## config.mk

```make
export PLATFORM = sky130hd
export DESIGN_NAME = pjbc_scan
export DESIGN_NICKNAME = d
export VERILOG_FILES = /design/src/design/packet_jitter_buffer_controller_core_macros.svh /design/src/design/pjbc_pkg.sv /design/src/design/pjbc_scan.sv
export SDC_FILE = /design/constraint.sdc
export NUM_CORES = 2
export LEC_CHECK = 0
export BUFFER_PORTS_ARGS = -buffer_cell sky130_fd_sc_hd__buf_2
export CORE_UTILIZATION = 50
export DETAILED_ROUTE_END_ITERATION = 8
export GPL_TIMING_DRIVEN = 0
export PLACE_DENSITY = 0.74
export SYNTH_ARGS = -nofsm -noshare
export SYNTH_HDL_FRONTEND = slang
export SYNTH_SLANG_ARGS = --single-unit
```

## constraint.sdc

```tcl
create_clock -name clk_i -period 7.3 [get_ports clk_i]
set_clock_uncertainty 0.05 [all_clocks]
set_input_delay 1.095 -clock clk_i [delete_from_list [all_inputs] [get_ports clk_i]]
set_output_delay 1.095 -clock clk_i [all_outputs]
set_load 0.1 [all_outputs]
```

## src/design/packet_jitter_buffer_controller_core_macros.svh

```systemverilog
// assertion macros for the jitter buffer controller
// expects clk_i and rst_ni in the including module's scope
`ifndef PACKET_JITTER_BUFFER_CONTROLLER_CORE_MACROS_SVH
`define PACKET_JITTER_BUFFER_CONTROLLER_CORE_MACROS_SVH

// same-cycle implication
`define PJBC_ASSERT_NOW(name, ante, cons, msg) \
  name: assert property (@(posedge clk_i) disable iff (!rst_ni) (ante) |-> (cons)) \
    else $error(msg);

// next-cycle implication
`define PJBC_ASSERT_NEXT(name, ante, cons, msg) \
  name: assert property (@(posedge clk_i) disable iff (!rst_ni) (ante) |=> (cons)) \
    else $error(msg);

`endif

```

## src/design/pjbc_pkg.sv

```systemverilog
// shared types, codes and constants of the jitter buffer controller
// no dependencies
`default_nettype none

package pjbc_pkg;

  localparam int PJBC_SLOTS       = 128;
  localparam int PJBC_FRAME_LEN   = 960;
  localparam int PJBC_MAX_PAYLOAD = 512;

  localparam logic [7:0]  RST_START_FILL      = 8'd50;
  localparam logic [7:0]  RST_RESUME_FILL     = 8'd40;
  localparam logic [7:0]  RST_LOW_WATER       = 8'd12;
  localparam logic [7:0]  RST_MISS_LIMIT      = 8'd10;
  localparam logic [15:0] RST_AHEAD_WINDOW    = 16'd220;
  localparam logic [15:0] RST_HARD_GAP        = 16'd170;
  localparam logic [7:0]  RST_HARD_MISS_LIMIT = 8'd24;
  localparam logic [15:0] RST_IDLE_TIMEOUT    = 16'd1800;

  localparam logic [31:0] SEQ_MAX = 32'hFFFF_FFFF;
  localparam logic [7:0]  MISS_MAX = 8'd255;

  typedef enum logic [1:0] {
    OP_ARRIVAL = 2'd0,
    OP_TICK    = 2'd1,
    OP_END     = 2'd2,
    OP_RESET   = 2'd3
  } opcode_e;

  typedef enum logic [3:0] {
    STAT_INSERTED  = 4'd0,
    STAT_MALFORMED = 4'd1,
    STAT_DUPLICATE = 4'd2,
    STAT_LATE      = 4'd3,
    STAT_BEYOND    = 4'd4,
    STAT_FULL      = 4'd5,
    STAT_WAITING   = 4'd6,
    STAT_PLAY      = 4'd7,
    STAT_CONCEAL   = 4'd8,
    STAT_REBUFFER  = 4'd9,
    STAT_END_FIN   = 4'd10,
    STAT_TIMEOUT   = 4'd11,
    STAT_END_REC   = 4'd12,
    STAT_RESET     = 4'd13
  } status_e;

  typedef enum logic [2:0] {
    CFG_START_FILL      = 3'd0,
    CFG_RESUME_FILL     = 3'd1,
    CFG_LOW_WATER       = 3'd2,
    CFG_MISS_LIMIT      = 3'd3,
    CFG_AHEAD_WINDOW    = 3'd4,
    CFG_HARD_GAP        = 3'd5,
    CFG_HARD_MISS_LIMIT = 3'd6,
    CFG_IDLE_TIMEOUT    = 3'd7
  } cfg_e;

  typedef enum logic [1:0] {
    ST_IDLE   = 2'd0,
    ST_SCAN   = 2'd1,
    ST_DECIDE = 2'd2,
    ST_OUT    = 2'd3
  } state_e;

  typedef struct packed {
    opcode_e     opcode;
    logic [31:0] sequence_req;
    logic [15:0] frame_samples;
    logic [15:0] payload_len;
    logic        payload_present;
    logic [31:0] now_ms;
  } in_req_t;

  typedef struct packed {
    status_e     status;
    logic [6:0]  slot_index;
    logic [31:0] play_sequence;
    logic        fec_present;
    logic [6:0]  fec_slot;
    logic [7:0]  buffered_count;
    logic        hard_rebuffer;
  } out_res_t;

  // scan flags handed from the scan unit to the sequencer
  typedef struct packed {
    logic done;
    logic key_hit;
    logic next_hit;
    logic free_hit;
  } scan_flags_t;

endpackage

`default_nettype wire

```

## src/design/pjbc_scan.sv

```systemverilog
// slot scan unit: sequence memory plus one-slot-per-cycle search pipeline
// depends on pjbc_pkg
`default_nettype none

module pjbc_scan import pjbc_pkg::*; #(
  parameter int SLOTS = PJBC_SLOTS,
  localparam int IW = (SLOTS > 1) ? $clog2(SLOTS) : 1,
  localparam int CW = $clog2(SLOTS + 1)
) (
  input  logic             clk_i,
  input  logic             rst_ni,
  input  logic             start_i,
  input  logic [32:0]      key_i,
  input  logic [32:0]      next_key_i,
  input  logic [SLOTS-1:0] used_i,
  input  logic             wr_en_i,
  input  logic [IW-1:0]    wr_idx_i,
  input  logic [31:0]      wr_data_i,
  output scan_flags_t      flags_o,
  output logic [CW-1:0]    count_o,
  output logic [31:0]      min_o,
  output logic [IW-1:0]    key_idx_o,
  output logic [IW-1:0]    next_idx_o,
  output logic [IW-1:0]    free_idx_o
);

  logic [31:0]   mem [SLOTS];
  logic [31:0]   rdata_q;
  logic [IW:0]   addr_q;
  logic          active_q;
  logic          p_vld_q;
  logic          p_used_q;
  logic [IW-1:0] p_idx_q;
  logic [32:0]   key_q, next_key_q;
  logic          key_hit_q, next_hit_q, free_hit_q;
  logic [IW-1:0] key_idx_q, next_idx_q, free_idx_q;
  logic [CW-1:0] count_q;
  logic [31:0]   min_q;
  logic          issue;
  logic          done;

  assign issue = active_q && (addr_q < (IW+1)'(SLOTS));
  assign done  = active_q && !issue && !p_vld_q;

  always_ff @(posedge clk_i) begin
    if (wr_en_i) begin
      mem[wr_idx_i] <= wr_data_i;
    end
    rdata_q <= mem[addr_q[IW-1:0]];
  end

  always_ff @(posedge clk_i or negedge rst_ni) begin
    if (!rst_ni) begin
      active_q   <= 1'b0;
      addr_q     <= '0;
      p_vld_q    <= 1'b0;
      p_used_q   <= 1'b0;
      p_idx_q    <= '0;
      key_q      <= '0;
      next_key_q <= '0;
      key_hit_q  <= 1'b0;
      next_hit_q <= 1'b0;
      free_hit_q <= 1'b0;
      key_idx_q  <= '0;
      next_idx_q <= '0;
      free_idx_q <= '0;
      count_q    <= '0;
      min_q      <= SEQ_MAX;
    end else if (start_i) begin
      active_q   <= 1'b1;
      addr_q     <= '0;
      p_vld_q    <= 1'b0;
      key_q      <= key_i;
      next_key_q <= next_key_i;
      key_hit_q  <= 1'b0;
      next_hit_q <= 1'b0;
      free_hit_q <= 1'b0;
      count_q    <= '0;
      min_q      <= SEQ_MAX;
    end else begin
      if (done) begin
        active_q <= 1'b0;
      end
      p_vld_q <= issue;
      if (issue) begin
        p_idx_q  <= addr_q[IW-1:0];
        p_used_q <= used_i[addr_q[IW-1:0]];
        addr_q   <= addr_q + 1'b1;
      end
      // compare stage, lowest index wins
      if (p_vld_q) begin
        if (p_used_q) begin
          count_q <= count_q + 1'b1;
          if (rdata_q < min_q) begin
            min_q <= rdata_q;
          end
          if (!key_hit_q && ({1'b0, rdata_q} == key_q)) begin
            key_hit_q <= 1'b1;
            key_idx_q <= p_idx_q;
          end
          if (!next_hit_q && ({1'b0, rdata_q} == next_key_q)) begin
            next_hit_q <= 1'b1;
            next_idx_q <= p_idx_q;
          end
        end else if (!free_hit_q) begin
          free_hit_q <= 1'b1;
          free_idx_q <= p_idx_q;
        end
      end
    end
  end

  assign flags_o.done     = done;
  assign flags_o.key_hit  = key_hit_q;
  assign flags_o.next_hit = next_hit_q;
  assign flags_o.free_hit = free_hit_q;
  assign count_o    = count_q;
  assign min_o      = min_q;
  assign key_idx_o  = key_idx_q;
  assign next_idx_o = next_idx_q;
  assign free_idx_o = free_idx_q;

endmodule

`default_nettype wire

```

# [Yosys cells after proc, flatten, opt, wreduce, memory -nomap -nowiden]
# Memory sizes are Yosys's and may differ from the RTL's. A register that Yosys moved wholly into a read port is not among the register bits.
# Cells that the tools add are included.
[totals] register_bits=148 latchBits=0 ram_bits=4096 rom_bits=0 inputBits=237 out_inout_bits=65 word_cells=79 memories=1
[classes] addsub=2 n_mul=0 div=0 order_cmp=3 eq_ne=3 shift=0 muxes=27 bitwise=3 reduce_logical=25
[mem_list] memory="mem" depth=128 width=32 read_ports=1 rd_ports_with_merged_regs=1 write_ports=1 line_no="pjbc_scan.sv:27" source="logic [31:0] mem [SLOTS];"
[ops] cell="32-bit two-way mux" count=4
[ops] cell="32-bit by 33-bit == test with 1-bit output" count=2
[ops] cell="8-bit two-way mux" count=5
[ops] cell="32-bit less-than comparator" count=1
[ops] cell="1-bit two-way mux" count=17
[ops] cell="8-bit by 1-bit adder with 8-bit output, second input constant" count=2
[ops] cell="2-bit nonzero test" count=7
[ops] cell="4-bit AND reduction" count=3
[ops] cell="3-bit AND reduction" count=3
[ops] cell="7-bit by 8-bit less-than comparator with 1-bit output, second input constant" count=1
[ops] cell="8-bit less-than comparator, second input constant" count=1
[ops] cell="1-bit binary-select mux with 7-bit select" count=1
[ops] cell="2-bit AND reduction" count=3
[ops] cell="1-bit logical AND" count=5
[ops] cell="1-bit logical NOT" count=4
[ops] cell="1-bit NOT" count=3
[ops] cell="2-bit inequality test, second input constant" count=1

# [Longest topological paths before layout]
[depth] depth_word=7 depth_mapped=12 depth_no_buf=9

# [Worst setup path after synthesis]
# OpenSTA, ideal clock, no wires.
[synth_timing] path_kind="in2reg" from="input wr_en_i" to="memory mem[100][0] (enable)" setup_time_ps=461 arrival_time_ps=3872 required_ps=6789 path_slack_ps=2917 path_stages=3 path_buffers=1 cell_sequence="clkbuf_1 -> nand4_1 -> nor3_1"
[synth_via] elab_chain_cells=2
[synth_rtl] element="start, declared" line_no="pjbc_scan.sv:16" source="input logic wr_en_i,"
[synth_rtl] element="1-bit two-way mux" line_no="pjbc_scan.sv:46" source="if (wr_en_i) begin"
[synth_rtl] element="1-bit two-way mux (not written as such)" line_no="pjbc_scan.sv:47" source="mem[wr_idx_i] <= wr_data_i;"
[synth_rtl] element="end, declared" line_no="pjbc_scan.sv:27"
# Every way passes these cells.

==> results by group <==
Routing
  – Wire length per cell: 38.2 um
  – Length of the first detailed-routing pass in iterations: 7
  – ANT nets after route: 0
  – Total Wirelength: 473 mm
  – Detail-routed via count per cell: 6.66
  – Count of vias placed by the detailed router: 82400
  – First DRT Iteration DRCs: 13100
  – Post-route DRC violation count: 0

Die
  – Total I/O pin count: 302
  – Floorplan core area: 0.325 mm^2
  – Vertical extent of the die: 575 um
  – Standard-cell row count: 209
  – Die outline width: 575 um
  – DIE AREA: 0.330 mm^2
  – Starting density of the core: 50.4%

Clocking
  – Cts bufs inserted: 411
  – TritonCTS clock tree: yes
  – Reg clk slew, reported paths: 70 ps
  – Root buffer cell: sky130_fd_sc_hd__clkbuf_16
  – Post-CTS setup-driven buffer insertion count: 0
  – Post-CTS Hold Buffers: 1
  – Max Root-Sink Buffers: 4
  – TritonCTS Sinks: 4276
  – Clock latency on the worst-skew pair: 1010 ps
  – Number of levels in the clock H-tree: 5
  – Resize count post-CTS: 0

Worst setup path
  – Required time at the worst-slack endpoint: 7950 ps
  – Maximum fanout along the worst path: 11
  – Critical R2R Capture: rdata_q[15]
  – Reg2Reg Setup Slack: 1880 ps
  – Type of the worst setup path: reg2reg
  – Worst reg2reg path startpoint: addr_q[0]
  – Capturing element type of the critical path: register
  – Worst reg2reg path depth: 7
  – Kind of start point of the critical path: register
  – Arrival time reported for the critical path endpoint: 6080 ps

Global routing
  – Maximum number of pins on one net before global-route repair: 99
  – Total routing resource utilization after global routing: 28.6%
  – Via count of the first global-routing pass: 83200
  – Number of antenna violations at the first check in global routing: 59
  – Total grt overflow: 0
  – Wire length of the first global-routing pass: 655 mm
  – Global routing's busiest layer: met2
  – Met2 track demand over resource: 45.1%
  – Global-route track usage on met3: 8.63%
  – Met1 Use GR: 35.6%

Synthesis
  – Yosys reg bits: 4276
  – Post-synthesis mux area share: 18.7%
  – Share of the synthesized area in the top cell type: 75.0%
  – Number of instances in the synthesized netlist: 6787
  – Post-synthesis async set-or-reset flop share: 3.46%
  – Main combinational cell family by area after synthesis: multiplexers
  – Synth unique cells: 52
  – Warning count from the yosys run: 0
  – Arithmetic-cell share of the synthesized area counting full adders, half adders and majority gates: 0.252%
  – Simple-gate share of the synthesized area: 0.914%
  – Number of flops mapped to enable cells by yosys: 4096
  – XOR/XNOR Fraction of Synth Area: 0.411%
  – Predominant post-synthesis flop cell: sky130_fd_sc_hd__edfxtp_1
  – Syn Area/Cell: 24.2 um^2
  – Total standard cell area after synthesis: 0.164 mm^2
  – Leading area contributor after synthesis: sky130_fd_sc_hd__edfxtp_1
  – Complex-gate fraction of the synthesized area: 1.01%
  – Share of the yosys chip area belonging to registers: 77.6%
  – Leading post-synthesis cells by cell area: sky130_fd_sc_hd__edfxtp_1 75%, sky130_fd_sc_hd__mux4_2 18%, sky130_fd_sc_hd__dfrtp_1 1.8%
  – Number of nets in the synthesized netlist: 7057

Placement
  – Cells after DPL: 11600
  – Post-DP HPWL: 305 mm
  – Weighted congestion reported at the end of routability-driven placement: 0.939
  – Total of buffers placed on input and output ports: 296

Timing
  – Count of endpoints failing hold in the final timing report: 0
  – Setup repair after global routing missed its margin: false
  – Relative slew slack: -15.9%
  – Setup-violating endpoint count in the final report: 0
  – Final max-slew violation count: 4
  – Peak Freq: 184 MHz
  – Post-route minimum period: 5420 ps
  – Final worst hold slack: 278 ps
  – Fraction of the cycle the final worst path needs: 74.3%
  – Transition time at the pin with the least slew margin: 1720 ps

Power
  – Maximum resistive drop on vdd: 0.000226 V
  – Leakage: 58.6 nW
  – Power per unit of standard cell area: 276 mW/mm^2

Outcome
  – Result of the run: finished with violations
  – Failing checks: max-capacitance violations, max-slew violations

Layout
  – Layout Area Growth over Synthesis: 15.3%
  – Nets: 7950
  – Final standard cell utilization of the core: 58.2%
  – Share of layout cells above drive strength 1: 34.9%
  – Post-route insts no fill: 12400
  – Layout fillers: 21900

Min path
  – End point of the worst hold path: key_q[3]
  – Beginning of the worst hold path: key_i[3]
  – Depth of the worst hold-timing path: 2
  – Hold Crit Class: in2reg

Run
  – Max-cap viol count: 3
-- kinds of logic (layout without fill, tap and decap cells) --
kind of cell | count (synthesis) | count (layout)
AO/OA/AOI/OAI | 249 | 249
XOR/XNOR | 77 | 77
adder cells (fa/ha/maj) | 33 | 33
buffers and inverters | 412 | 1636
flip-flops | 4276 | 4276
multiplexers | 1422 | 1422
other | 0 | 30
AND/OR/NAND/NOR | 318 | 318
-- where the power goes --
| part | switching, mW | internal [mW] | leakage, nW |
|---|---|---|---|
| clock | 9.39 | 11.4 | 6.29 |
| combinational | 2.64 | 1.58 | 13.4 |
| sequential | 0.141 | 27.1 | 38.9 |
-- worst max path at each step --
stage	startpoint	end	slack (ps)	cells after the start
6_report	addr_q[0]	rdata_q[15]	1880	7
5_1_grt	addr_q[0]	rdata_q[19]	2020	7
4_1_cts	addr_q[3]	rdata_q[25]	2230	7
3_5_place_dp	addr_q[3]	rdata_q[26]	2360	7
3_3_place_gp	wr_idx_i[3]	mem[100][11]	-270	4
2_1_floorplan	wr_en_i	mem[100][0]	2920	3
-- metrics by stage --
| step | total power, mW | area [um^2] | TNS [ps] | worst slack, ps |
|---|---|---|---|---|
| 3_3_place_gp | 31.7 | 171000 | -21480 | -274 |
| 5_1_grt | 53.3 | 189000 | 0 | 2020 |
| 6_report | 52.3 | 189000 | 0 | 1880 |
| 3_5_place_dp | 31.8 | 176000 | 0 | 2360 |
| 2_1_floorplan | 30.1 | 164000 | 0 | 2920 |
| 4_1_cts | 52.2 | 189000 | 0 | 2230 |
-- cell usage after synthesis, types with 2 or more instances --
| cell type | count |
|---|---|
| sky130_fd_sc_hd__a211o_1 | 31 |
| sky130_fd_sc_hd__a211oi_1 | 4 |
| sky130_fd_sc_hd__a21o_1 | 6 |
| sky130_fd_sc_hd__a21oi_1 | 16 |
| sky130_fd_sc_hd__a31oi_1 | 36 |
| sky130_fd_sc_hd__and3_1 | 4 |
| sky130_fd_sc_hd__buf_1 | 42 |
| sky130_fd_sc_hd__buf_2 | 158 |
| sky130_fd_sc_hd__buf_4 | 10 |
| sky130_fd_sc_hd__clkbuf_1 | 164 |
| sky130_fd_sc_hd__dfrtp_1 | 116 |
| sky130_fd_sc_hd__dfstp_2 | 32 |
| sky130_fd_sc_hd__dfxtp_1 | 32 |
| sky130_fd_sc_hd__edfxtp_1 | 4096 |
| sky130_fd_sc_hd__ha_1 | 33 |
| sky130_fd_sc_hd__inv_1 | 37 |
| sky130_fd_sc_hd__mux2_2 | 99 |
| sky130_fd_sc_hd__mux2i_1 | 19 |
| sky130_fd_sc_hd__mux4_2 | 1304 |
| sky130_fd_sc_hd__nand2_1 | 35 |
| sky130_fd_sc_hd__nand2b_1 | 4 |
| sky130_fd_sc_hd__nand3_1 | 22 |
| sky130_fd_sc_hd__nand3b_1 | 6 |
| sky130_fd_sc_hd__nand4_1 | 26 |
| sky130_fd_sc_hd__nor2_1 | 151 |
| sky130_fd_sc_hd__nor2b_1 | 12 |
| sky130_fd_sc_hd__nor3_1 | 14 |
| sky130_fd_sc_hd__nor4_1 | 37 |
| sky130_fd_sc_hd__o21ai_0 | 10 |
| sky130_fd_sc_hd__o21bai_1 | 2 |
| sky130_fd_sc_hd__o221ai_1 | 2 |
| sky130_fd_sc_hd__o22ai_1 | 129 |
| sky130_fd_sc_hd__o31ai_1 | 2 |
| sky130_fd_sc_hd__or3_1 | 3 |
| sky130_fd_sc_hd__xnor2_1 | 68 |
| sky130_fd_sc_hd__xor2_1 | 9 |
-- placed cells by master (no fill, tap or decap), types with 18 or more instances in the layout --
cell	count
sky130_fd_sc_hd__a211o_1	31
sky130_fd_sc_hd__a31oi_1	36
sky130_fd_sc_hd__buf_1	41
sky130_fd_sc_hd__buf_12	51
sky130_fd_sc_hd__buf_16	101
sky130_fd_sc_hd__buf_2	422
sky130_fd_sc_hd__buf_4	45
sky130_fd_sc_hd__buf_6	25
sky130_fd_sc_hd__bufinv_16	27
sky130_fd_sc_hd__clkbuf_1	246
sky130_fd_sc_hd__clkbuf_16	414
sky130_fd_sc_hd__clkinv_1	87
sky130_fd_sc_hd__clkinv_2	75
sky130_fd_sc_hd__dfrtp_1	116
sky130_fd_sc_hd__dfstp_2	32
sky130_fd_sc_hd__dfxtp_1	32
sky130_fd_sc_hd__diode_2	30
sky130_fd_sc_hd__edfxtp_1	4096
sky130_fd_sc_hd__ha_1	33
sky130_fd_sc_hd__inv_1	37
sky130_fd_sc_hd__mux2_2	99
sky130_fd_sc_hd__mux2i_1	18
sky130_fd_sc_hd__mux4_2	1304
sky130_fd_sc_hd__nand2_1	35
sky130_fd_sc_hd__nand3_1	22
sky130_fd_sc_hd__nand4_1	26
sky130_fd_sc_hd__nor2_1	32
sky130_fd_sc_hd__nor2_4	119
sky130_fd_sc_hd__nor4_1	30
sky130_fd_sc_hd__o22ai_1	129
sky130_fd_sc_hd__xnor2_1	68
-- cell type report --
cell class                      count  area [um^2]  area share, %
Sequential cell                  4276       127000           67.3
Multi-Input combinational cell   2099        35900           19.0
Clock buffer                      509        10700           5.66
Timing Repair Buffer              480         5720           3.02
Tap cell                         4325         5410           2.86
Clock inverter                    235         2230           1.18
Buffer                            375         1670          0.881
Inverter                           37          139         0.0734
Antenna cell                       30         75.1         0.0397
-- sequential cells by signal, summed over array words and instances (netlist names), 7 cells and up --
signal / count
addr_q: 8
count_o: 8
free_idx_o: 7
key_idx_o: 7
key_q: 33
mem: 4096
min_o: 32
next_idx_o: 7
next_key_q: 33
p_idx_q: 7
rdata_q: 32
-- worst max-delay path: stages (launching register included) --
cell and delay [ps]:
sky130_fd_sc_hd__dfrtp_1 400, sky130_fd_sc_hd__buf_2 600, sky130_fd_sc_hd__buf_2 930, sky130_fd_sc_hd__buf_2 520, sky130_fd_sc_hd__mux4_2 570, sky130_fd_sc_hd__mux4_2 540, sky130_fd_sc_hd__o22ai_1 1040, sky130_fd_sc_hd__nor4_1 410
-- routing by layer --
metal / up-vias / share of wire [%]
met5: - / 0.031
met4: 22 / 6.6
met3: 1245 / 13
met2: 6470 / 48
met1: 43400 / 33
li1: 31200 / -
No activity file was read; power rests on OpenSTA's default activity.
